**config.mk**
```make
export PLATFORM = sky130hd
export DESIGN_NAME = ring_work_stealing_node
export DESIGN_NICKNAME = d
export VERILOG_FILES = /design/src/rtl/rwsn_pkg.sv /design/src/rtl/rwsn_cfg.sv /design/src/rtl/rwsn_front.sv /design/src/rtl/rwsn_back.sv /design/src/rtl/ring_work_stealing_node.sv
export SDC_FILE = /design/constraint.sdc
export NUM_CORES = 2
export LEC_CHECK = 0
export BUFFER_PORTS_ARGS = -buffer_cell sky130_fd_sc_hd__buf_2
export CAP_MARGIN = 25
export CORE_ASPECT_RATIO = 1.75
export CORE_MARGIN = 3
export CORE_UTILIZATION = 55
export CTS_CLUSTER_SIZE = 40
export DETAILED_ROUTE_END_ITERATION = 8
export PLACE_DENSITY = 0.68
export SETUP_SLACK_MARGIN = 0.05
export SLEW_MARGIN = 20
export SYNTH_ARGS = -nofsm -noshare
export SYNTH_HDL_FRONTEND = slang
export SYNTH_MEMORY_MAX_BITS = 65536
export SYNTH_SLANG_ARGS = --single-unit
```
**constraint.sdc**
```tcl
create_clock -name clk_i -period 4.4 [get_ports clk_i]
set_input_delay 0.44 -clock clk_i [delete_from_list [all_inputs] [get_ports clk_i]]
set_output_delay 0.44 -clock clk_i [all_outputs]
set_load 0.005 [all_outputs]
```
**src/rtl/rwsn_pkg.sv**
```systemverilog
// Shared types and codes for the ring work-stealing node.
// No dependencies; imported by every module of the block.
`default_nettype none

package rwsn_pkg;

  // Ring message kinds
  localparam logic [1:0] KIND_FINALIZE = 2'd0;
  localparam logic [1:0] KIND_REQUEST  = 2'd1;
  localparam logic [1:0] KIND_TASK     = 2'd2;

  // Input commands
  localparam logic [1:0] CMD_LOAD = 2'd0;
  localparam logic [1:0] CMD_POP  = 2'd1;
  localparam logic [1:0] CMD_POLL = 2'd2;
  localparam logic [1:0] CMD_MSG  = 2'd3;

  // Configuration register indexes
  localparam logic [1:0] CFG_NODE_RANK      = 2'd0;
  localparam logic [1:0] CFG_NODE_TOTAL     = 2'd1;
  localparam logic [1:0] CFG_STEAL_DISABLED = 2'd2;

  // Classified operations passed from front to back
  typedef enum logic [2:0] {
    OP_LOAD,
    OP_POP,
    OP_POLL,
    OP_MSG_FIN,
    OP_MSG_REQ,
    OP_MSG_TASK,
    OP_NOP
  } op_e;

  typedef struct packed {
    op_e         code;
    logic        own_req;   // request payload equals this node's rank
    logic [15:0] payload;
  } op_t;

  // Configuration seen by front and back
  typedef struct packed {
    logic [3:0] rank;
    logic [3:0] next_rank;
    logic       steal_disabled;
  } cfg_t;

  // One result transaction
  typedef struct packed {
    logic        send_valid;
    logic [1:0]  send_kind;
    logic [3:0]  send_dest;
    logic [15:0] send_payload;
    logic        task_valid;
    logic [15:0] task_number;
    logic        done_res;
    logic        overflow;
  } res_t;

  // Outstanding queue read in the back end
  typedef struct packed {
    logic       to_ring;    // 1: answer a request with a task, 0: worker pop
    logic [3:0] dest;
  } pend_t;

  typedef enum logic [1:0] {
    CFG_IDLE,
    CFG_LOAD,
    CFG_DIV
  } cfg_state_e;

  typedef enum logic {
    BK_EXEC,
    BK_READ
  } bk_state_e;

endpackage

`default_nettype wire

```
**src/rtl/rwsn_cfg.sv**
```systemverilog
// Configuration registers and next-rank unit of the ring node.
// Depends on rwsn_pkg; next rank is found by repeated subtraction.
`default_nettype none

module rwsn_cfg #(
  parameter int unsigned MAX_NODES = 16
) (
  input  wire logic         clk_i,
  input  wire logic         rst_ni,
  input  wire logic         cfg_we_i,
  input  wire logic [1:0]   cfg_addr_i,
  input  wire logic [4:0]   cfg_wdata_i,
  output rwsn_pkg::cfg_t    cfg_o,
  output logic              busy_o
);
  import rwsn_pkg::*;

  localparam int unsigned MaxClamp = (MAX_NODES > 31) ? 31 : MAX_NODES;

  logic [3:0] rank_q;
  logic [4:0] total_q;
  logic       steal_dis_q;
  logic [3:0] next_q, next_d;
  logic [4:0] rem_q, rem_d;
  logic [4:0] eff_total;
  cfg_state_e state_q, state_d;

  // Write the registers
  always_ff @(posedge clk_i or negedge rst_ni) begin
    if (!rst_ni) begin
      rank_q      <= '0;
      total_q     <= 5'd1;
      steal_dis_q <= 1'b0;
    end else if (cfg_we_i) begin
      unique case (cfg_addr_i)
        CFG_NODE_RANK:      rank_q      <= cfg_wdata_i[3:0];
        CFG_NODE_TOTAL:     total_q     <= cfg_wdata_i;
        CFG_STEAL_DISABLED: steal_dis_q <= cfg_wdata_i[0];
        default: ;
      endcase
    end
  end

  // Clamp ring size into one to MAX_NODES, but never above 31
  always_comb begin
    if (total_q == 5'd0) begin
      eff_total = 5'd1;
    end else if (total_q > 5'(MaxClamp)) begin
      eff_total = 5'(MaxClamp);
    end else begin
      eff_total = total_q;
    end
  end

  // Next rank: subtract ring size from rank+1 until below it
  always_comb begin
    state_d = state_q;
    rem_d   = rem_q;
    next_d  = next_q;
    unique case (state_q)
      CFG_IDLE: ;
      CFG_LOAD: begin
        rem_d   = {1'b0, rank_q} + 5'd1;
        state_d = CFG_DIV;
      end
      CFG_DIV: begin
        if (rem_q >= eff_total) begin
          rem_d = rem_q - eff_total;
        end else begin
          next_d  = rem_q[3:0];
          state_d = CFG_IDLE;
        end
      end
      default: state_d = CFG_IDLE;
    endcase
    if (cfg_we_i) begin
      state_d = CFG_LOAD;
    end
  end

  always_ff @(posedge clk_i or negedge rst_ni) begin
    if (!rst_ni) begin
      state_q <= CFG_IDLE;
      next_q  <= '0;
    end else begin
      state_q <= state_d;
      next_q  <= next_d;
    end
  end

  always_ff @(posedge clk_i) begin
    rem_q <= rem_d;
  end

  assign busy_o               = (state_q != CFG_IDLE);
  assign cfg_o.rank           = rank_q;
  assign cfg_o.next_rank      = next_q;
  assign cfg_o.steal_disabled = steal_dis_q;

endmodule

`default_nettype wire

```
**src/rtl/rwsn_front.sv**
```systemverilog
// Front end of the ring node: accepts and classifies input transactions.
// Depends on rwsn_pkg; holds a two-entry operation queue for the back end.
`default_nettype none

module rwsn_front (
  input  wire logic          clk_i,
  input  wire logic          rst_ni,
  input  wire logic          push_i,
  input  wire logic          busy_i,
  input  wire logic [1:0]    command_i,
  input  wire logic [1:0]    msg_kind_i,
  input  wire logic [15:0]   payload_i,
  input  wire rwsn_pkg::cfg_t cfg_i,
  input  wire logic          op_pop_i,
  output logic               full_o,
  output logic               op_valid_o,
  output rwsn_pkg::op_t      op_o
);
  import rwsn_pkg::*;

  op_t        oq_q [2];
  logic       wptr_q, rptr_q;
  logic [1:0] cnt_q;
  op_t        op_new;
  logic       acc;

  assign full_o = (cnt_q == 2'd2) || busy_i;
  assign acc    = push_i && !full_o;

  // Classify the command
  always_comb begin
    op_new.payload = payload_i;
    op_new.own_req = (payload_i == {12'd0, cfg_i.rank});
    op_new.code    = OP_NOP;
    unique case (command_i)
      CMD_LOAD: op_new.code = OP_LOAD;
      CMD_POP:  op_new.code = OP_POP;
      CMD_POLL: op_new.code = OP_POLL;
      CMD_MSG: begin
        unique case (msg_kind_i)
          KIND_FINALIZE: op_new.code = OP_MSG_FIN;
          KIND_REQUEST:  op_new.code = OP_MSG_REQ;
          KIND_TASK:     op_new.code = OP_MSG_TASK;
          default:       op_new.code = OP_NOP;
        endcase
      end
      default: op_new.code = OP_NOP;
    endcase
  end

  // Queue storage
  always_ff @(posedge clk_i) begin
    if (acc) begin
      oq_q[wptr_q] <= op_new;
    end
  end

  // Advance pointers and count
  always_ff @(posedge clk_i or negedge rst_ni) begin
    if (!rst_ni) begin
      wptr_q <= 1'b0;
      rptr_q <= 1'b0;
      cnt_q  <= '0;
    end else begin
      if (acc) begin
        wptr_q <= ~wptr_q;
      end
      if (op_pop_i) begin
        rptr_q <= ~rptr_q;
      end
      cnt_q <= cnt_q + {1'b0, acc} - {1'b0, op_pop_i};
    end
  end

  assign op_valid_o = (cnt_q != 2'd0);
  assign op_o       = oq_q[rptr_q];

endmodule

`default_nettype wire

```
**src/rtl/rwsn_back.sv**
```systemverilog
// Back end of the ring node: task queue memory, node flags, result queue.
// Depends on rwsn_pkg; pops and task answers go through a registered memory read.
`default_nettype none

module rwsn_back #(
  parameter int unsigned QUEUE_DEPTH = 256,
  parameter int unsigned TASK_BITS   = 16
) (
  input  wire logic          clk_i,
  input  wire logic          rst_ni,
  input  wire rwsn_pkg::cfg_t cfg_i,
  input  wire logic          op_valid_i,
  input  wire rwsn_pkg::op_t op_i,
  output logic               op_pop_o,
  input  wire logic          pop_i,
  output logic               empty_o,
  output rwsn_pkg::res_t     res_o
);
  import rwsn_pkg::*;

  localparam int unsigned AW = (QUEUE_DEPTH > 1) ? $clog2(QUEUE_DEPTH) : 1;
  localparam int unsigned CW = $clog2(QUEUE_DEPTH + 1);

  logic [TASK_BITS-1:0] mem [QUEUE_DEPTH];
  logic [TASK_BITS-1:0] rdata_q;
  logic [AW-1:0]        head_q, head_d, tail_q, tail_d;
  logic [CW-1:0]        count_q, count_d;
  logic                 req_q, req_d, fin_q, fin_d;
  pend_t                pend_q, pend_d;
  bk_state_e            state_q, state_d;
  logic                 mem_we, mem_re, q_full, q_empty, live;
  logic                 res_push, res_full;
  res_t                 res;

  res_t                 rq_q [2];
  logic                 rwp_q, rrp_q;
  logic [1:0]           rcnt_q;
  logic                 res_pop;

  assign q_full   = (count_q == CW'(QUEUE_DEPTH));
  assign q_empty  = (count_q == '0);
  assign live     = !fin_q && !cfg_i.steal_disabled;
  assign res_full = (rcnt_q == 2'd2);

  // Execute one operation
  always_comb begin
    state_d  = state_q;
    head_d   = head_q;
    tail_d   = tail_q;
    count_d  = count_q;
    req_d    = req_q;
    fin_d    = fin_q;
    pend_d   = pend_q;
    mem_we   = 1'b0;
    mem_re   = 1'b0;
    op_pop_o = 1'b0;
    res_push = 1'b0;
    res      = '0;
    unique case (state_q)
      BK_EXEC: begin
        if (op_valid_i && !res_full) begin
          op_pop_o = 1'b1;
          res_push = 1'b1;
          unique case (op_i.code)
            OP_LOAD: begin
              if (q_full) begin
                res.overflow = 1'b1;
              end else begin
                mem_we  = 1'b1;
                tail_d  = (tail_q == AW'(QUEUE_DEPTH - 1)) ? '0 : tail_q + 1'b1;
                count_d = count_q + 1'b1;
              end
            end
            OP_POP: begin
              if (!fin_q && !q_empty) begin
                res_push = 1'b0;
                mem_re   = 1'b1;
                pend_d   = '{to_ring: 1'b0, dest: 4'd0};
                state_d  = BK_READ;
              end
            end
            OP_POLL: begin
              if (!fin_q) begin
                if (cfg_i.steal_disabled) begin
                  if (q_empty) begin
                    fin_d = 1'b1;
                  end
                end else if (q_empty && !req_q) begin
                  res.send_valid   = 1'b1;
                  res.send_kind    = KIND_REQUEST;
                  res.send_dest    = cfg_i.next_rank;
                  res.send_payload = {12'd0, cfg_i.rank};
                  req_d            = 1'b1;
                end
              end
            end
            OP_MSG_FIN: begin
              if (live) begin
                res.send_valid   = 1'b1;
                res.send_kind    = KIND_FINALIZE;
                res.send_dest    = cfg_i.next_rank;
                res.send_payload = op_i.payload;
                fin_d            = 1'b1;
              end
            end
            OP_MSG_REQ: begin
              if (live) begin
                priority if (op_i.own_req) begin
                  fin_d            = 1'b1;
                  res.send_valid   = 1'b1;
                  res.send_kind    = KIND_FINALIZE;
                  res.send_dest    = cfg_i.next_rank;
                  res.send_payload = {12'd0, cfg_i.rank};
                end else if (!q_empty) begin
                  res_push = 1'b0;
                  mem_re   = 1'b1;
                  pend_d   = '{to_ring: 1'b1, dest: op_i.payload[3:0]};
                  state_d  = BK_READ;
                end else begin
                  res.send_valid   = 1'b1;
                  res.send_kind    = KIND_REQUEST;
                  res.send_dest    = cfg_i.next_rank;
                  res.send_payload = op_i.payload;
                end
              end
            end
            OP_MSG_TASK: begin
              if (live) begin
                if (q_full) begin
                  res.overflow = 1'b1;
                end else begin
                  mem_we  = 1'b1;
                  tail_d  = (tail_q == AW'(QUEUE_DEPTH - 1)) ? '0 : tail_q + 1'b1;
                  count_d = count_q + 1'b1;
                end
                req_d = 1'b0;
              end
            end
            default: ;
          endcase
          // Hand the head entry out on a read
          if (mem_re) begin
            head_d  = (head_q == AW'(QUEUE_DEPTH - 1)) ? '0 : head_q + 1'b1;
            count_d = count_q - 1'b1;
          end
        end
      end
      BK_READ: begin
        res_push = 1'b1;
        state_d  = BK_EXEC;
        if (pend_q.to_ring) begin
          res.send_valid   = 1'b1;
          res.send_kind    = KIND_TASK;
          res.send_dest    = pend_q.dest;
          res.send_payload = 16'(rdata_q);
        end else begin
          res.task_valid  = 1'b1;
          res.task_number = 16'(rdata_q);
        end
      end
      default: state_d = BK_EXEC;
    endcase
    res.done_res = fin_d;
  end

  // Task memory write and registered read
  always_ff @(posedge clk_i) begin
    if (mem_we) begin
      mem[tail_q] <= TASK_BITS'(op_i.payload);
    end
  end

  always_ff @(posedge clk_i) begin
    if (mem_re) begin
      rdata_q <= mem[head_q];
    end
  end

  // Hold node state
  always_ff @(posedge clk_i or negedge rst_ni) begin
    if (!rst_ni) begin
      state_q <= BK_EXEC;
      head_q  <= '0;
      tail_q  <= '0;
      count_q <= '0;
      req_q   <= 1'b0;
      fin_q   <= 1'b0;
    end else begin
      state_q <= state_d;
      head_q  <= head_d;
      tail_q  <= tail_d;
      count_q <= count_d;
      req_q   <= req_d;
      fin_q   <= fin_d;
    end
  end

  always_ff @(posedge clk_i) begin
    pend_q <= pend_d;
  end

  // Result queue
  assign res_pop = pop_i && !empty_o;

  always_ff @(posedge clk_i) begin
    if (res_push) begin
      rq_q[rwp_q] <= res;
    end
  end

  always_ff @(posedge clk_i or negedge rst_ni) begin
    if (!rst_ni) begin
      rwp_q  <= 1'b0;
      rrp_q  <= 1'b0;
      rcnt_q <= '0;
    end else begin
      if (res_push) begin
        rwp_q <= ~rwp_q;
      end
      if (res_pop) begin
        rrp_q <= ~rrp_q;
      end
      rcnt_q <= rcnt_q + {1'b0, res_push} - {1'b0, res_pop};
    end
  end

  assign empty_o = (rcnt_q == 2'd0);
  assign res_o   = rq_q[rrp_q];

endmodule

`default_nettype wire

```
**src/rtl/ring_work_stealing_node.sv**
```systemverilog
// Top level of one work-stealing ring node.
// Depends on rwsn_pkg, rwsn_cfg, rwsn_front and rwsn_back.
//
//   Channel   Handshake                  Payload
//   input     push / full                command_i, msg_kind_i, payload_i
//   result    empty / pop                send_*_o, task_*_o, done_res_o, overflow_o
//   config    cfg_we_i (no wait)         cfg_addr_i, cfg_wdata_i
//
// One transaction per cycle for loads, polls and messages while the result queue
// has room; one that takes a task off the queue waits for the registered memory read.
// The front queue holds two transactions, the result queue two more.
// After each configuration write, full stays high while the next ring rank
// is worked out by repeated subtraction.
// The task memory has no reset; pointers, counts, state, flags and config registers are cleared.
`default_nettype none

module ring_work_stealing_node #(
  parameter int unsigned QUEUE_DEPTH = 256,
  parameter int unsigned MAX_NODES   = 16,
  parameter int unsigned TASK_BITS   = 16
) (
  input  wire logic        clk_i,
  input  wire logic        rst_ni,
  input  wire logic        push,
  output logic             full,
  input  wire logic [1:0]  command_i,
  input  wire logic [1:0]  msg_kind_i,
  input  wire logic [15:0] payload_i,
  output logic             empty,
  input  wire logic        pop,
  output logic             send_valid_o,
  output logic [1:0]       send_kind_o,
  output logic [3:0]       send_dest_o,
  output logic [15:0]      send_payload_o,
  output logic             task_valid_o,
  output logic [15:0]      task_number_o,
  output logic             done_res_o,
  output logic             overflow_o,
  input  wire logic        cfg_we_i,
  input  wire logic [1:0]  cfg_addr_i,
  input  wire logic [4:0]  cfg_wdata_i
);
  import rwsn_pkg::*;

  cfg_t cfg;
  logic busy, op_valid, op_pop;
  op_t  op;
  res_t res;

  rwsn_cfg #(
    .MAX_NODES (MAX_NODES)
  ) u_cfg (
    .clk_i       (clk_i),
    .rst_ni      (rst_ni),
    .cfg_we_i    (cfg_we_i),
    .cfg_addr_i  (cfg_addr_i),
    .cfg_wdata_i (cfg_wdata_i),
    .cfg_o       (cfg),
    .busy_o      (busy)
  );

  rwsn_front u_front (
    .clk_i      (clk_i),
    .rst_ni     (rst_ni),
    .push_i     (push),
    .busy_i     (busy),
    .command_i  (command_i),
    .msg_kind_i (msg_kind_i),
    .payload_i  (payload_i),
    .cfg_i      (cfg),
    .op_pop_i   (op_pop),
    .full_o     (full),
    .op_valid_o (op_valid),
    .op_o       (op)
  );

  rwsn_back #(
    .QUEUE_DEPTH (QUEUE_DEPTH),
    .TASK_BITS   (TASK_BITS)
  ) u_back (
    .clk_i      (clk_i),
    .rst_ni     (rst_ni),
    .cfg_i      (cfg),
    .op_valid_i (op_valid),
    .op_i       (op),
    .op_pop_o   (op_pop),
    .pop_i      (pop),
    .empty_o    (empty),
    .res_o      (res)
  );

  assign send_valid_o   = res.send_valid;
  assign send_kind_o    = res.send_kind;
  assign send_dest_o    = res.send_dest;
  assign send_payload_o = res.send_payload;
  assign task_valid_o   = res.task_valid;
  assign task_number_o  = res.task_number;
  assign done_res_o     = res.done_res;
  assign overflow_o     = res.overflow;

endmodule

`default_nettype wire

```
# After elaboration in Yosys (flattened, before gate mapping)
# Memories as Yosys holds them, arrays and structs flattened. A register that Yosys moved wholly into a read port is not among the register bits.
# Index checks and enable logic that the tools add are counted.
# Widths: inputs -> output; s select.
# totals
out_inout_bits,44
romBits,0
ram_bits,4220
n_memories,3
latchBits,0
elab_cells,198
reg_bits,62
input_bits,32
# memory_table
name,depth,width,read_ports,rd_clocked_by_memory_dff,wr,line_no,source
u_back.mem,256,16,1,1,1,rwsn_back.sv:24,logic [TASK_BITS-1:0] mem [QUEUE_DEPTH];
u_back.rq_q,2,42,1,0,1,rwsn_back.sv:35,res_t rq_q [2];
u_front.oq_q,2,20,1,0,1,rwsn_front.sv:21,op_t oq_q [2];
# op_classes
n_eq_ne,32
n_bitwise,6
n_mux,85
magnitude_cmp,2
div_mod_pow,0
n_reduce_logical,40
shifts,0
n_addsub,10
multipliers,0
# ops
op,count
$mux 23,9
$pmux 23 s3,1
$pmux 23 s2,1
$mux 1,41
$mux 5,7
$mux 17,2
$mux 8,4
$mux 9,3
$pmux 5 s2,2
$pmux 9 s2,1
$add 8x1->8 const B,2
$eq 16x4->1,1
$eq 8x8->1 const B,2
$pmux 8 s2,1
$eq 2x2->1 const B,7
$pmux 1 s2,7
$reduce_and 7->1,2
$pmux 3 s4,1
$reduce_and 2->1,6
$reduce_bool 2->1,6
$logic_not 2->1,5
$ne 2x1->1 const B,5
$ne 2x2->1 const B,5
$add 9x1->9 const B,1
other kinds (28),53

# Logic depth before layout (Yosys ltp)
# depth
ltp_word,9
depth_mapped,14

# Cells and area by module
# Synthesis repeated with hierarchy kept, for this count alone.
# hier_totals
hier_cells,7279
area_unflattened_um2,166099.3
# by_module_without_submodules
mod,seq_area_each_um2,n_inst,area_each_um2,cells_per_inst
rwsn_back,126951.8,1,163171.5,7089
rwsn_front,1301.2,1,1806.7,98
rwsn_cfg,551.8,1,1121.1,92

# Least setup slack after synthesis
# OpenSTA, ideal clock, no wires.
# synth_timing
path_kind,register to register
from,register u_front.rptr_q
to,"memory u_back.rq_q[1][0] (netlist bit), enable pin"
path_stages_with_launch,9
path_buffers,3
path_slack_ns,0.344
arrival_time_ns,3.610
period_less_slack_ns,4.056
required_time_ns,3.954
cell_sequence,dfrtp_1 buf_2 buf_2 mux2i_1 nor2_1 o221ai_1 clkbuf_1 a21oi_1 nor2b_1
# synth_via
elab_chain_len,8
word_cells_on_any_way,10
classes_between,eq/ne (2); mux (7); memory (1)
# synth_rtl
item,line_no,source
"start, declared",rwsn_front.sv:22,"logic wptr_q, rptr_q;"
"start signal, assigned",rwsn_front.sv:69,rptr_q <= ~rptr_q;
$mem_v2 2x20 *,--,
$mux 1,rwsn_back.sv:108,priority if (op_i.own_req) begin
$mux 1,rwsn_back.sv:107,if (live) begin
$pmux 1 s2 *,rwsn_back.sv:64,unique case (op_i.code)
$mux 1 *,rwsn_back.sv:61,if (op_valid_i && !res_full) begin
$pmux 1 s2 *,rwsn_back.sv:59,unique case (state_q)
$mux 1 *,rwsn_back.sv:206,if (res_push) begin
$mux 1 (implied by the code) *,rwsn_back.sv:207,rq_q[rwp_q] <= res;
"end, declared",rwsn_back.sv:35,
# Every way passes the cells marked *; elsewhere a longest branch is shown, timed or not.

==> results.toml <==
[clock_tree]
numCtsBuffers = 364
h-tree-depth = 5
insertion_delay_ns = 0.91
clock_path_buffers = 4
cts_root_buffer = "clkbuf_16"
cts_tree = "built"
cts.sinks = 4298
clk_pin_slew_ns = 0.07
postCtsSetupBuffers = 0

[finish]
drive_above_1_share = 0.277
instances_no_fill = 12610
area_growth_syn_to_layout_pct = 12.7
postLayoutCoreUtil = 0.624
final_nets = 8350

[critical_path]
crit_type = "reg2reg"
rr_worst_depth = 9
cp_cell_sequence = "buf_12 -> buf_12 -> buf_4 -> mux4_2 -> a22oi_1 -> a21oi_1 -> o41ai_1 -> buf_4 -> o32ai_1"
worst-path-max-fanout = 71
r2r_end = "u_back.rdata_q[9]"
cp-end-kind = "flip-flop"
max_stage_delay_ns = 0.98
cp-start-kind = "flip-flop"
worstPathArrival_ns = 4.93
critPathLaunch = "u_back.head_q[1]"
cp_slowest_cell = "o41ai_1"
worstReg2RegStart = "u_back.head_q[1]"
crit_required_ns = 5.01
reg2reg_setup_slack_ns = 0.08

[synthesis]
netlist_top_cells_count = "edfxtp_1, mux4_2, mux2i_1"
syn-num-nets = 7688
synth_warnings = 0
syn_avg_cell_area_um2 = 21.8
synth-seq-area-share = 0.775
async_flop_share = 0.0121
syn-cell-area_um2 = 166000
yosys-top-cells-area = "edfxtp_1, mux4_2, mux2i_1"
synth_edf_count = 4246
synth_top_area_share = 0.767
synth_top_cell_by_area = "edfxtp_1"
synthesis.instances = 7637
synth_most_common_cell = "edfxtp_1"
ys.flop_type = "edfxtp_1"
synth_cell_types = 78
synth_seq_cells = 4298

[sta]
rsz0062_at_grt = "no"
setup_slack_ns = 0.0756
slew_viol_final = 0
timing.slew.headroom = 0.201
fmax_ghz = 0.231
worstMarginPinSlew_ns = 1.20
hold_slack_ns = 0.0996
min_period_over_period = 0.983
hold_viol = 0
skew_ns = 0.0608
fin_setup_tns_ns = 0
setup_viol = 0
fin_crit_ns = 4.32

[place]
placed_cells_incl_taps = 11913
gp_routability_congestion = 0.921
dp_hpwl_um = 299000
pre_cts_slack_ns = -0.0280
io_buffers = 75

[routing]
drt_wl_total_um = 483000
ant_nets = 0
routedWlPerCell_um = 38.3
drc = 0
via_per_inst = 6.80
num_vias = 85731
drt_iter0_drc = 12700
drt-pass1-iter-count = 9

[min_path]
holdPathEnd = "u_front.oq_q[1][17]"
hp-class = "in2reg"
min_from = "msg_kind_i[1]"
min_path_cells = 3

[die]
die_area_um2 = 309000
chipHeight_um = 733
die-width_um = 421
ioPinCount = 76
core_um2 = 300000
rows = 266
start_util = 0.553

[global_route]
gr-usage-all-layers = 0.312
grt_pass1_wl_um = 674000
grt_antenna_before_repair = 24
grt_pass1_vias = 85208
grt_overflow_total = 0
grt_start_max_net_pins = 150

[power]
leakage_uw = 0.0589
vdd_drop_max_v = 0.000469
powerDensity_nw_per_um2 = 579

[run]
cap_violations = 0

[outcome]
status = "finished, final reports clean"
worst max-delay path by stage:
stage / slack, ns / endpoint
5_1_grt: 0.06 / u_back.rdata_q[9]
3_3_place_gp: -1.03 / u_back.rdata_q[7]
3_5_place_dp: -0.03 / u_back.rdata_q[12]
6_report: 0.08 / u_back.rdata_q[9]
4_1_cts: 0.15 / u_back.rdata_q[7]
2_1_floorplan: 0.34 / u_back.rq_q[1][0]
state kept, by name (all words and copies together), names as in the netlist, 2 cells and up:
| signal | cells |
|---|---|
| u_front.cnt_q | 2 |
| u_cfg.next_q | 4 |
| u_cfg.rank_q | 4 |
| u_cfg.state_q | 2 |
| u_back.head_q | 8 |
| u_back.mem | 4096 |
| u_cfg.rem_q | 5 |
| u_back.tail_q | 8 |
| u_front.oq_q | 40 |
| u_back.rq_q | 84 |
| u_back.rcnt_q | 2 |
| u_cfg.total_q | 5 |
| u_back.rdata_q | 16 |
| u_back.count_q | 9 |
| u_back.pend_q | 5 |
through the flow:
step | power, µW | cell area, µm²
2_1_floorplan | 67100 | 166000
5_1_grt | 111000 | 187000
4_1_cts | 109000 | 187000
3_3_place_gp | 76300 | 175000
6_report | 108000 | 187000
3_5_place_dp | 76900 | 175000
worst max-delay path, delay by kind of cell, from the launching register on:
kind | cells | cell delay [ns]
multiplexers | 1 | 0.34
buffers and inverters | 4 | 1.25
AO/OA/AOI/OAI | 4 | 1.65
flip-flops | 1 | 0.68
per-layer routing:
metal,share of wire,vias up,global-route usage
met5,0.00013,-,0
met3,0.10,1281,0.0604
met2,0.49,5830,0.505
met1,0.33,45270,0.386
met4,0.082,10,0.208
li1,-,33340,-
logic make-up after synthesis:
kind of cell    synth area share
compound gates            0.0317
xor+xnor                 0.00158
fa+ha+maj                0.00148
buf+inv                   0.0178
flops                      0.775
mux                        0.153
simple gates              0.0187
power by group:
part	internal, µW	total, µW	switching, µW
Sequential	49400	49900	501
Clock	17700	32100	14500
Combinational	10000	26400	16300
Total	77100	108000	31300
layout by cell type (no fill, tap or decap), drive strengths merged, types with 18 or more instances in the layout:
cell type / count
edfxtp: 4246
mux4: 944
buf: 712
clkbuf: 441
mux2i: 323
nor2: 310
nand2: 184
a21oi: 148
clkinv: 148
a22oi: 146
mux2: 88
o21ai: 84
a211oi: 61
o221ai: 53
a221oi: 52
a22o: 51
dfrtp: 51
o22ai: 49
inv: 42
nand3: 40
bufinv: 36
dlygate4sd3: 33
and2: 30
nor2b: 29
nor3: 26
xnor2: 21
ha: 18
area by class of cell:
class | count | area [µm²]
fillers | 20101 | 113000
clock buffers | 440 | 9590
inverters | 34 | 135
diodes | 13 | 32.5
well taps | 4020 | 5030
flip-flops and latches | 4298 | 129000
clock inverters | 204 | 2010
multi-input cells | 2855 | 35100
repair buffers | 746 | 6560
timing repair:
action | 4_1_cts | 5_1_grt
gates resized for setup | 1 | 1
hold endpoints to repair | 103 | 0
gates cloned | 0 | 0
endpoints found under the setup margin | 1 | 1
hold buffers | 33 | 0
Note: power is estimated with default switching activity, not from simulation.
